--- src/hdl/srrw_pkg.sv ---
// types and constants shared by the selective-repeat receive window modules
// no dependencies
package srrw_pkg;

    localparam logic [7:0] TAG_DATA = 8'h00;
    localparam logic [7:0] TAG_OVER = 8'h08;
    localparam logic [7:0] TAG_END  = 8'h16;

    localparam logic [15:0] CKSUM_GOOD = 16'hffff;

    typedef enum logic [1:0] {
        KIND_ACK     = 2'd0,
        KIND_DELIVER = 2'd1,
        KIND_OVER    = 2'd2,
        KIND_END     = 2'd3
    } t_kind;

    typedef enum logic [2:0] {
        ST_IDLE,
        ST_ACT,
        ST_DUP,
        ST_RD,
        ST_DLV
    } t_state;

    // controller to datapath
    typedef struct packed {
        logic  load;
        logic  emit;
        t_kind kind;
        logic  last;
        logic  mark;
        logic  rd;
        logic  deliver;
        logic  clear;
    } t_cmd;

    // datapath to controller
    typedef struct packed {
        logic hdr_ok;
        logic tag_data;
        logic tag_over;
        logic tag_end;
        logic in_ack;
        logic in_rx;
        logic dup;
        logic at_base;
        logic dlv_last;
        logic out_free;
    } t_stat;

endpackage

--- src/hdl/srrw_ram.sv ---
// generic single-port-write, single-port-read ram with registered read
// no dependencies
module srrw_ram #(
    parameter int WIDTH = 16,
    parameter int DEPTH = 64
) (
    input  logic                                   i_clk,
    input  logic                                   i_we,
    input  logic [((DEPTH > 1) ? $clog2(DEPTH) : 1)-1:0] i_waddr,
    input  logic [WIDTH-1:0]                       i_wdata,
    input  logic                                   i_re,
    input  logic [((DEPTH > 1) ? $clog2(DEPTH) : 1)-1:0] i_raddr,
    output logic [WIDTH-1:0]                       o_rdata
);

    logic [WIDTH-1:0] r_mem [DEPTH];
    logic [WIDTH-1:0] r_rdata;

    always_ff @(posedge i_clk) begin
        if (i_we) begin
            r_mem[i_waddr] <= i_wdata;
        end
        if (i_re) begin
            r_rdata <= r_mem[i_raddr];
        end
    end

    assign o_rdata = r_rdata;

endmodule

--- src/hdl/srrw_ctrl.sv ---
// controller state machine for the receive window
// depends on srrw_pkg
module srrw_ctrl (
    input  logic           i_clk,
    input  logic           i_rst_n,
    input  logic           i_in_valid,
    output logic           o_in_ready,
    input  srrw_pkg::t_stat i_stat,
    output srrw_pkg::t_cmd  o_cmd
);
    import srrw_pkg::*;

    t_state r_state;
    t_state n_state;
    t_cmd   cmd;

    always_ff @(posedge i_clk) begin
        if (!i_rst_n) begin
            r_state <= ST_IDLE;
        end else begin
            r_state <= n_state;
        end
    end

    always_comb begin
        n_state = r_state;
        cmd     = '0;
        cmd.kind = KIND_ACK;
        unique case (r_state)
            ST_IDLE: begin
                if (i_in_valid) begin
                    cmd.load = 1'b1;
                    n_state  = ST_ACT;
                end
            end
            ST_ACT: begin
                priority if (!i_stat.hdr_ok) begin
                    n_state = ST_IDLE;
                end else if (i_stat.tag_end) begin
                    if (i_stat.out_free) begin
                        cmd.emit  = 1'b1;
                        cmd.kind  = KIND_END;
                        cmd.last  = 1'b1;
                        cmd.clear = 1'b1;
                        n_state   = ST_IDLE;
                    end
                end else if (i_stat.tag_over) begin
                    if (i_stat.out_free) begin
                        cmd.emit  = 1'b1;
                        cmd.kind  = KIND_OVER;
                        cmd.last  = 1'b1;
                        cmd.clear = 1'b1;
                        n_state   = ST_IDLE;
                    end
                end else if (i_stat.tag_data && i_stat.in_ack) begin
                    if (i_stat.out_free) begin
                        cmd.emit = 1'b1;
                        cmd.kind = KIND_ACK;
                        priority if (i_stat.in_rx && i_stat.dup) begin
                            cmd.last = 1'b0;
                            n_state  = ST_DUP;
                        end else if (i_stat.in_rx && i_stat.at_base) begin
                            cmd.mark = 1'b1;
                            cmd.last = 1'b0;
                            n_state  = ST_RD;
                        end else if (i_stat.in_rx) begin
                            cmd.mark = 1'b1;
                            cmd.last = 1'b1;
                            n_state  = ST_IDLE;
                        end else begin
                            cmd.last = 1'b1;
                            n_state  = ST_IDLE;
                        end
                    end
                end else begin
                    n_state = ST_IDLE;
                end
            end
            ST_DUP: begin
                if (i_stat.out_free) begin
                    cmd.emit = 1'b1;
                    cmd.kind = KIND_ACK;
                    cmd.last = 1'b1;
                    n_state  = ST_IDLE;
                end
            end
            ST_RD: begin
                cmd.rd  = 1'b1;
                n_state = ST_DLV;
            end
            ST_DLV: begin
                if (i_stat.out_free) begin
                    cmd.emit    = 1'b1;
                    cmd.kind    = KIND_DELIVER;
                    cmd.last    = i_stat.dlv_last;
                    cmd.deliver = 1'b1;
                    n_state     = i_stat.dlv_last ? ST_IDLE : ST_RD;
                end
            end
            default: begin
                n_state = ST_IDLE;
            end
        endcase
    end

    assign o_in_ready = (r_state == ST_IDLE);
    assign o_cmd      = cmd;

endmodule

--- src/hdl/srrw_dp.sv ---
// datapath: header check, window compare, slot flags, size memory, output register
// depends on srrw_pkg and srrw_ram
module srrw_dp #(
    parameter int WINDOW = 32
) (
    input  logic            i_clk,
    input  logic            i_rst_n,
    input  logic [15:0]     i_hdr_word0,
    input  logic [15:0]     i_hdr_word1,
    input  logic [15:0]     i_hdr_word2,
    input  logic [15:0]     i_hdr_word3,
    input  logic [15:0]     i_hdr_word4,
    input  srrw_pkg::t_cmd  i_cmd,
    output srrw_pkg::t_stat o_stat,
    output logic            o_out_valid,
    input  logic            i_out_ready,
    output logic [1:0]      o_kind,
    output logic [7:0]      o_ack_number,
    output logic [15:0]     o_ack_checksum,
    output logic [15:0]     o_deliver_seq,
    output logic [15:0]     o_deliver_size,
    output logic [31:0]     o_total_length,
    output logic            o_last
);
    import srrw_pkg::*;

    localparam int SLOTS = 2 * WINDOW;
    localparam int IDXW  = $clog2(SLOTS);
    localparam int SW    = $clog2(WINDOW + 1);

    // latched header
    logic [15:0] r_w0, r_w1, r_w2, r_w3, r_w4;

    logic [SLOTS-1:0] r_rcv;
    logic [16:0]      r_base;
    logic [IDXW-1:0]  r_base_idx;
    logic [31:0]      r_delivered;
    logic [SW-1:0]    r_steps;

    logic        r_out_valid;
    t_kind       r_kind;
    logic [7:0]  r_ack_number;
    logic [15:0] r_ack_cksum;
    logic [15:0] r_dseq;
    logic [15:0] r_dsize;
    logic [31:0] r_total;
    logic        r_last;

    logic [18:0]     cks_sum;
    logic [16:0]     cks_f1;
    logic [15:0]     cks_f2;
    logic [7:0]      tag;
    logic [17:0]     seq18;
    logic [17:0]     base18;
    logic [17:0]     win18;
    logic [17:0]     diff;
    logic [IDXW:0]   idx_sum;
    logic [IDXW-1:0] idx;
    logic [IDXW-1:0] next_idx;
    logic [15:0]     rdata;
    logic [32:0]     dsum;
    t_stat           stat;

    // ones-complement sum, folded twice for end-around carry
    assign cks_sum = 19'(r_w0) + 19'(r_w1) + 19'(r_w2) + 19'(r_w3) + 19'(r_w4);
    assign cks_f1  = 17'(cks_sum[15:0]) + 17'(cks_sum[18:16]);
    assign cks_f2  = cks_f1[15:0] + 16'(cks_f1[16]);

    assign tag    = r_w1[7:0];
    assign seq18  = {2'b00, r_w2};
    assign base18 = {1'b0, r_base};
    assign win18  = 18'(WINDOW);
    assign diff   = seq18 - base18;

    // slot of an in-window seq: base slot plus offset, wrapped once
    assign idx_sum = {1'b0, r_base_idx} + {1'b0, diff[IDXW-1:0]};
    assign idx = (idx_sum >= (IDXW+1)'(SLOTS)) ? IDXW'(idx_sum - (IDXW+1)'(SLOTS))
                                               : idx_sum[IDXW-1:0];
    assign next_idx = (r_base_idx == IDXW'(SLOTS - 1)) ? '0 : r_base_idx + 1'b1;

    always_comb begin
        stat          = '0;
        stat.hdr_ok   = (cks_f2 == CKSUM_GOOD);
        stat.tag_data = (tag == TAG_DATA);
        stat.tag_over = (tag == TAG_OVER);
        stat.tag_end  = (tag == TAG_END);
        stat.in_ack   = (seq18 + win18 >= base18) && (seq18 < base18 + win18);
        stat.in_rx    = (seq18 >= base18) && (seq18 < base18 + win18);
        stat.dup      = r_rcv[idx];
        stat.at_base  = (seq18 == base18);
        stat.dlv_last = (r_steps == SW'(WINDOW - 1)) || !r_rcv[next_idx];
        stat.out_free = !r_out_valid || i_out_ready;
    end
    assign o_stat = stat;

    srrw_ram #(
        .WIDTH (16),
        .DEPTH (SLOTS)
    ) u_size_ram (
        .i_clk   (i_clk),
        .i_we    (i_cmd.mark),
        .i_waddr (idx),
        .i_wdata (r_w0),
        .i_re    (i_cmd.rd),
        .i_raddr (r_base_idx),
        .o_rdata (rdata)
    );

    assign dsum = {1'b0, r_delivered} + 33'(rdata);

    always_ff @(posedge i_clk) begin
        if (i_cmd.load) begin
            r_w0 <= i_hdr_word0;
            r_w1 <= i_hdr_word1;
            r_w2 <= i_hdr_word2;
            r_w3 <= i_hdr_word3;
            r_w4 <= i_hdr_word4;
        end
    end

    always_ff @(posedge i_clk) begin
        if (!i_rst_n || i_cmd.clear) begin
            r_rcv       <= '0;
            r_base      <= '0;
            r_base_idx  <= '0;
            r_delivered <= '0;
            r_steps     <= '0;
        end else begin
            if (i_cmd.mark) begin
                r_rcv[idx] <= 1'b1;
                r_steps    <= '0;
            end
            if (i_cmd.deliver) begin
                r_rcv[r_base_idx] <= 1'b0;
                r_delivered <= dsum[32] ? 32'hffff_ffff : dsum[31:0];
                r_base      <= r_base + 17'd1;
                r_base_idx  <= (r_base == 17'h1ffff) ? '0 : next_idx;
                r_steps     <= r_steps + 1'b1;
            end
        end
    end

    always_ff @(posedge i_clk) begin
        if (!i_rst_n) begin
            r_out_valid <= 1'b0;
        end else if (i_cmd.emit) begin
            r_out_valid <= 1'b1;
        end else if (i_out_ready) begin
            r_out_valid <= 1'b0;
        end
    end

    always_ff @(posedge i_clk) begin
        if (i_cmd.emit) begin
            r_kind       <= i_cmd.kind;
            r_last       <= i_cmd.last;
            r_ack_number <= (i_cmd.kind == KIND_ACK) ? r_w2[7:0] : 8'h00;
            r_ack_cksum  <= (i_cmd.kind == KIND_ACK) ? (16'hffff ^ {8'h00, r_w2[7:0]})
                                                     : 16'h0000;
            r_dseq       <= (i_cmd.kind == KIND_DELIVER) ? r_base[15:0] : 16'h0000;
            r_dsize      <= (i_cmd.kind == KIND_DELIVER) ? rdata : 16'h0000;
            r_total      <= (i_cmd.kind == KIND_OVER) ? r_delivered : 32'h0000_0000;
        end
    end

    assign o_out_valid    = r_out_valid;
    assign o_kind         = r_kind;
    assign o_ack_number   = r_ack_number;
    assign o_ack_checksum = r_ack_cksum;
    assign o_deliver_seq  = r_dseq;
    assign o_deliver_size = r_dsize;
    assign o_total_length = r_total;
    assign o_last         = r_last;

endmodule

--- src/hdl/selective_repeat_receiver_window.sv ---
// selective-repeat receive window: one header item in, up to WINDOW+1 result items out.
// Once an item is accepted the act state checks and acts on the header: a bad checksum,
// unknown tag or out-of-range data item ends there with no result; otherwise one result
// (ack, over or end) is written to the output register, a duplicate adds a second ack
// (dup state), and an in-order slide runs the read and deliver states per delivered
// slot (size memory read, then output). The input is ready again once the last result
// of the item is in the output register; a stalled output holds the controller.
// No clearing pass after reset. Depends on srrw_pkg, srrw_ctrl, srrw_dp, srrw_ram.
module selective_repeat_receiver_window #(
    parameter int WINDOW = 32
) (
    input  logic        i_clk,
    input  logic        i_rst_n,
    input  logic        i_in_valid,
    output logic        o_in_ready,
    input  logic [15:0] i_hdr_word0,
    input  logic [15:0] i_hdr_word1,
    input  logic [15:0] i_hdr_word2,
    input  logic [15:0] i_hdr_word3,
    input  logic [15:0] i_hdr_word4,
    output logic        o_out_valid,
    input  logic        i_out_ready,
    output logic [1:0]  o_kind,
    output logic [7:0]  o_ack_number,
    output logic [15:0] o_ack_checksum,
    output logic [15:0] o_deliver_seq,
    output logic [15:0] o_deliver_size,
    output logic [31:0] o_total_length,
    output logic        o_last
);
    import srrw_pkg::*;

    t_cmd  cmd;
    t_stat stat;

    srrw_ctrl u_ctrl (
        .i_clk      (i_clk),
        .i_rst_n    (i_rst_n),
        .i_in_valid (i_in_valid),
        .o_in_ready (o_in_ready),
        .i_stat     (stat),
        .o_cmd      (cmd)
    );

    srrw_dp #(
        .WINDOW (WINDOW)
    ) u_dp (
        .i_clk          (i_clk),
        .i_rst_n        (i_rst_n),
        .i_hdr_word0    (i_hdr_word0),
        .i_hdr_word1    (i_hdr_word1),
        .i_hdr_word2    (i_hdr_word2),
        .i_hdr_word3    (i_hdr_word3),
        .i_hdr_word4    (i_hdr_word4),
        .i_cmd          (cmd),
        .o_stat         (stat),
        .o_out_valid    (o_out_valid),
        .i_out_ready    (i_out_ready),
        .o_kind         (o_kind),
        .o_ack_number   (o_ack_number),
        .o_ack_checksum (o_ack_checksum),
        .o_deliver_seq  (o_deliver_seq),
        .o_deliver_size (o_deliver_size),
        .o_total_length (o_total_length),
        .o_last         (o_last)
    );

endmodule

--- config.mk ---
export PLATFORM = sky130hd
export DESIGN_NAME = selective_repeat_receiver_window
export DESIGN_NICKNAME = d
export VERILOG_FILES = /design/src/hdl/srrw_pkg.sv /design/src/hdl/srrw_ram.sv /design/src/hdl/srrw_ctrl.sv /design/src/hdl/srrw_dp.sv /design/src/hdl/selective_repeat_receiver_window.sv
export SDC_FILE = /design/constraint.sdc
export NUM_CORES = 2
export LEC_CHECK = 0
export ABC_AREA = 1
export BUFFER_PORTS_ARGS = -buffer_cell sky130_fd_sc_hd__buf_4
export CAP_MARGIN = 25
export CELL_PAD_IN_SITES_DETAIL_PLACEMENT = 1
export CELL_PAD_IN_SITES_GLOBAL_PLACEMENT = 1
export CORE_MARGIN = 5
export CORE_UTILIZATION = 55
export DETAILED_ROUTE_END_ITERATION = 10
export PLACE_DENSITY = 0.84
export SLEW_MARGIN = 20
export SYNTH_ARGS = -nofsm -noshare
export SYNTH_HDL_FRONTEND = slang
export SYNTH_SLANG_ARGS = --single-unit
--- constraint.sdc ---
create_clock -name i_clk -period 14.7 [get_ports i_clk]
set_clock_uncertainty 0.1 [all_clocks]
set_input_delay 1.47 -clock i_clk [delete_from_list [all_inputs] [get_ports i_clk]]
set_output_delay 1.47 -clock i_clk [all_outputs]
set_load 0.05 [all_outputs]
# [After elaboration in Yosys (flattened, before gate mapping)]
# Memories as Yosys holds them, arrays and structs flattened. A register that Yosys moved wholly into a read port is not among the register bits.
# Cells that the tools add are included.
[totals] regBits=300 mem_bits_rw=1024 out_inout_bits=93 n_memories=1
[memory_table] memory="u_dp.u_size_ram.r_mem" words=64 word_bits=16 read_ports=1 rd_clocked_by_memory_dff=1 wr=1 line="srrw_ram.sv:16" source="logic [WIDTH-1:0] r_mem [DEPTH];"
[op_classes] add_sub_neg=15 magnitude_cmp=9 eq_ne=16 n_mux=59 bitwise_logic=4 n_reduce_logical=19
[op_table] cell="$mux W64" count=3
[op_table] cell="$and A64 B64 Y64" count=1
[op_table] cell="$not A64 Y64" count=1
[op_table] cell="$or A64 B64 Y64" count=1
[op_table] cell="$add A19 B16 Y19" count=2
[op_table] cell="$add A32 B16 Y33" count=1
[op_table] cell="$mux W32" count=1
[op_table] cell="$mux W6" count=5
[op_table] cell="$mux W3" count=9
[op_table] cell="$mux W4" count=6
[op_table] cell="$mux W1" count=23
[op_table] cell="$lt A6 B7 Y1 const B" count=3
[op_table] cell="$add A17 B16 Y18" count=1
[op_table] cell="$add A17 B6 Y18 const B" count=1
[op_table] cell="$lt A16 B18 Y1" count=1
[op_table] cell="$add A16 B16 Y17" count=1
[op_table] cell="$add A16 B3 Y17" count=1
[op_table] cell="$add A16 B6 Y17 const B" count=1
[op_table] cell="$add A17 B1 Y17 const B" count=1
[op_table] cell="$eq A16 B17 Y1" count=1
[op_table] cell="$eq A17 B17 Y1 const B" count=1
[op_table] cell="$ge A16 B17 Y1" count=1
[op_table] cell="$ge A17 B17 Y1" count=1
[op_table] cell="$add A16 B1 Y16" count=1
[op_table] cell="33 further kinds" count=54

# [Longest topological paths before layout]
[depth] word_depth=18 mapped_depth=56 ltp_nobuf=56

# [Modules after synthesis]
# Synthesis repeated with hierarchy kept, for this count alone.
[unflattened] hier_cells=5761 area_unflattened_um2=60200.2
[by_module_without_submodules] module="srrw_ram" instances=1 cells_each=3517 area_per_inst_um2=42259.3 seq_area_each_um2=31230.0
[by_module_without_submodules] module="srrw_dp" instances=1 cells_each=2171 area_per_inst_um2=17545.6 seq_area_each_um2=7447.1
[by_module_without_submodules] module="srrw_ctrl" instances=1 cells_each=73 area_per_inst_um2=395.4 seq_area_each_um2=60.1

# [Worst setup path before layout]
# OpenSTA, ideal clock, no wires.
[synth_path] kind="register to register" from="reg u_dp.r_w0[1]" to="reg u_dp.r_ack_cksum[0] (netlist: u_dp.o_ack_checksum[0]) (enable)" setup_ns=0.445 t_arrival_ns=9.617 required_ns=14.155 slack_ns=4.538 stages_incl_launch_ff=51 synth_period_minus_slack_ns=10.162 path_cell_list="edfxtp_1 > inv_1 > fa_1 > inv_1 > ha_1 > fa_1 > nand3_1 > nand2_1 > a21oi_1 > nor2_1 > nor2_1 > xor2_1 > fa_1 > inv_1 > ha_1 > nand2_1 > inv_1 > a21oi_1 > (+15 left out) > nor2_1 > nand3_1 > nor3b_1 > ha_1 > ha_1 > nand2_1 > nor2_1 > nand3_1 > nor2_1 > nand2_1 > nor2_1 > nand2_1 > nand2_1 > nand4_1 > nor3_4 > buf_6 > nand2_1 > nand2_1"
[synth_rtl] item="start: declaration" line="srrw_dp.sv:32" source="logic [15:0] r_w0, r_w1, r_w2, r_w3, r_w4;"
[synth_rtl] item="start signal: assignment" line="srrw_dp.sv:113" source="r_w0 <= i_hdr_word0;"
[synth_rtl] item="end signal: assignment" line="srrw_dp.sv:158" source="r_ack_cksum <= (i_cmd.kind == KIND_ACK) ? (16'hffff ^ {8'h00, r_w2[7:0]})"
[synth_rtl] item="end: declaration" line="srrw_dp.sv:43" source="logic [15:0] r_ack_cksum;"

==> results.tsv <==
stage	metric	value	unit
synthesis	ys_warn_count	0	
synthesis	synth_most_common_cell	edfxtp_1	
worst_setup_path	worstSetupPathType	reg -> reg	
worst_setup_path	worst-path-buf-inv	10	
detailed_routing	wl	191300	um
synthesis	synth_edf_count	1204	
pwr	power.density	137.4	nW/um2
floorplanning	num_rows	117	
synthesis	synth_seq_cells	1333	
synthesis	syn_inst	4535	
global_route	met2_usage	56.64	%
floorplanning	initial_core_util	55.23	%
synthesis	synthTopCellsByCount	edfxtp_1 (1204), nand2_1 (823), inv_1 (420), a21oi_1 (235), nor2_1 (234)	
sta	drv_slew	0	
sta	worstMarginPinSlew	1.239	ns
worst_hold_path	holdCritStartpoint	u_dp.r_rcv[14]$_SDFF_PP0_	
pwr	p_comb_share	12.5	%
detailed_routing	ant_nets	0	
clock_tree	cts_tree	done	
synthesis	synthTopCellsByArea	edfxtp_1 (64%), nand2_1 (5.5%), dfxtp_1 (4.6%), inv_1 (2.8%), nand4_1 (2.5%)	
synthesis	synth.yosys.seq_area_share	69.04	%
synthesis	netlist_area	56110	um2
detailed_routing	drc_errors	0	
clock_tree	cts_resized	0	
clock_tree	clk_pin_slew	0.06	ns
clock_tree	clockBufferDepth	3	
worst_setup_path	crit_top_cell	nand2_1	
synthesis	syn-num-nets	4759	
synthesis	synth.distinct_cells	49	
floorplanning	dieWidth	329.4	um
worst_setup_path	critPathLaunchType	flop	
worst_setup_path	crit_family	simple AND/OR/NAND/NOR gates	
worst_setup_path	r2r_start	u_dp.r_w0[1]$_DFFE_PP_	
worst_setup_path	r2r_cells	54	
floorplanning	die-area	108500	um2
worst_setup_path	cp_max_fo	68	
synthesis	synthFlopType	edfxtp_1	
pwr	power_frac_seq	47.6	%
layout	layout-drive-gt1-share	10.48	%
clock_tree	cts_max_level	4	
pwr	swShare	26.52	%
synthesis	async_reset_ff_share	0	%
detailed_routing	drt-initial-drc-count	6145	
clock_tree	clk-insertion-delay-late	0.78	ns
worst_setup_path	rrSetupSlack	2.79	ns
global_route	grt.total_usage	34.59	%
global_route	overflow	0	
worst_setup_path	rr_endpoint	u_dp.o_total_length[30]$_SDFFCE_PP0P_	
sta	finalSetupViolations	0	
worst_setup_path	critPathRequiredTime	15.17	ns
global_route	grt_start_max_net_pins	99	
worst_hold_path	hold_end	u_dp.r_rcv[14]$_SDFF_PP0_	
pwr	p_total	8.745	mW
sta	rsz0062_at_grt	false	
place	portBuffers	176	
sta	hold_viol_final	0	
detailed_routing	viasPerCell	6.636	
global_route	met3_usage	8.245	%
worst_setup_path	crit_start	u_dp.r_w0[1]$_DFFE_PP_	
global_route	grt_pass1_vias	42480	
place	gp_congestion	0.8962	
worst_hold_path	holdPathStages	2	
synthesis	syn_area_per_cell	12.37	um2
global_route	grt.busiest_layer	met2	
place	hpwl	113900	um
pwr	p_leak	22.71	nW
sta	period_minus_slack	11.91	ns
detailed_routing	wl_per_cell	30.82	um
global_route	grt_pass1_wl	278000	um
detailed_routing	first_pass_iters	6	
layout	utilization	62.63	%
sta	post-route-period-util	81.02	%
floorplanning	num_io_pins	177	
synthesis	synth_top_area_share	64.44	%
global_route	gr-usage-met1	44.55	%
flow_run	drv_cap	0	
layout	nets	4951	
sta	setup_tns	0	ns
worst_setup_path	critPathMaxStageDelay	0.66	ns
clock_tree	cts_sinks	1333	
sta	slew_headroom	16.74	%
worst_setup_path	cp_slowest_cell	buf_4	
synthesis	yosys.area.top_type	edfxtp_1	
pwr	internal_power	6.426	mW
sta	fmax	0.08396	GHz
worst_hold_path	worstHoldPathType	reg -> reg	
pwr	p_sw	2.319	mW
clock_tree	cts_setup_buffers	0	
pwr	p_clk_share	39.9	%
layout	syn_to_final_growth	13.40	%
run_status	status	completed	
clock_tree	cts_buffers	139	
global_route	grt_antenna_before_repair	12	
pwr	ir_worst_vdd	0.00008993	V
floorplanning	coreArea	101600	um2
clock_tree	cts-hold-fix-buffers	0	
worst_setup_path	end_kind	flop	
floorplanning	die_y	329.4	um
clock_tree	root_buffer	clkbuf_16	
detailed_routing	vias	41200	
worst_setup_path	worstPathArrival	12.38	ns
## through the flow
stage / instances / hold WS, ns / instance area [um2] / worst slack (ns)
floorplan: 4535 / 0.3361 / 56110 / 4.538
finish: 6209 / 0.3747 / 63630 / 2.789
detailed placement: 5945 / 0.3584 / 59070 / 3.236
CTS: 6199 / 0.3675 / 63470 / 3.032
global placement: 5938 / 0.3501 / 58930 / 4.004
global route: 6208 / 0.3868 / 63620 / 1.891
## layout make-up
| class | instances | area (um2) |
|---|---|---|
| sequential | 1333 | 38740 |
| fill | 9924 | 37970 |
| multi-input combinational | 2562 | 14990 |
| clock buffer | 176 | 3702 |
| timing repair buffer | 264 | 2181 |
| tap | 1368 | 1712 |
| inverter | 427 | 1603 |
| clock inverter | 78 | 695.7 |
| antenna | 1 | 2.502 |
## state kept, by name, summed over array words and instances (netlist names), 17 cells and up
signal                 count
u_dp.o_total_length       32
u_dp.r_base               17
u_dp.r_delivered          32
u_dp.r_rcv                64
u_dp.u_size_ram.r_mem   1024
## cell usage in the layout, fill, tap and decap left out, types with 38 or more instances in the layout
cell / netlist / layout
a21oi_1: 235 / 235
a221oi_1: 110 / 110
a22o_1: 114 / 114
a22oi_1: 167 / 167
buf_4: 7 / 247
clkbuf_16: 0 / 143
dfxtp_1: 129 / 129
edfxtp_1: 1204 / 1204
fa_1: 38 / 38
ha_1: 102 / 101
inv_1: 420 / 419
nand2_1: 823 / 821
nand3_1: 192 / 192
nand4_1: 221 / 221
nor2_1: 234 / 229
o21ai_0: 105 / 105
xor2_1: 54 / 54
## worst register-to-register path, delay by kind of cell, from the launching register on
kind,cells,cell delay (ns)
simple gates,28,4.58
fa+ha+maj,9,3.01
buf+inv,10,2.36
compound gates,5,0.93
xor+xnor,2,0.45
flops,1,0.33
## routing by layer
layer / vias to the layer above / share of wire, %
met2: 3236 / 48
met5: - / 0.066
met3: 632 / 12
li1: 16920 / -
met1: 20400 / 35
met4: 12 / 4.6
## power groups by stage
stage / sequential (mW) / combinational (mW) / clock, mW
floorplan: 4.27 / 0.690 / 0
global placement: 4.24 / 0.992 / 0
detailed placement: 4.24 / 1.05 / 0
CTS: 4.16 / 1.07 / 3.49
global route: 4.16 / 1.19 / 3.69
finish: 4.16 / 1.09 / 3.49
## worst max path at each step
stage	to	slack [ns]	cells after the start
2_1_floorplan	u_dp.o_ack_checksum[0]$_SDFFCE_PP0P_	4.54	50
3_3_place_gp	u_dp.o_total_length[14]$_SDFFCE_PP0P_	4.00	54
3_5_place_dp	u_dp.o_total_length[30]$_SDFFCE_PP0P_	3.24	54
4_1_cts	u_dp.o_total_length[30]$_SDFFCE_PP0P_	3.03	54
5_1_grt	u_dp.o_total_length[0]$_SDFFCE_PP0P_	1.89	54
6_report	u_dp.o_total_length[30]$_SDFFCE_PP0P_	2.79	54
## logic make-up (layout without fill, tap and decap cells)
family          count (synthesis)  in the layout  share of synthesized area [%]
simple gates                 1563           1563                          12.25
other cells                     0              1                              0
xor+xnor                       69             69                          1.077
flops                        1333           1333                          69.04
buf+inv                       640            945                          4.489
fa+ha+maj                     140            140                          3.631
compound gates                790            790                          9.509
No activity file was read; power rests on OpenSTA's default activity.
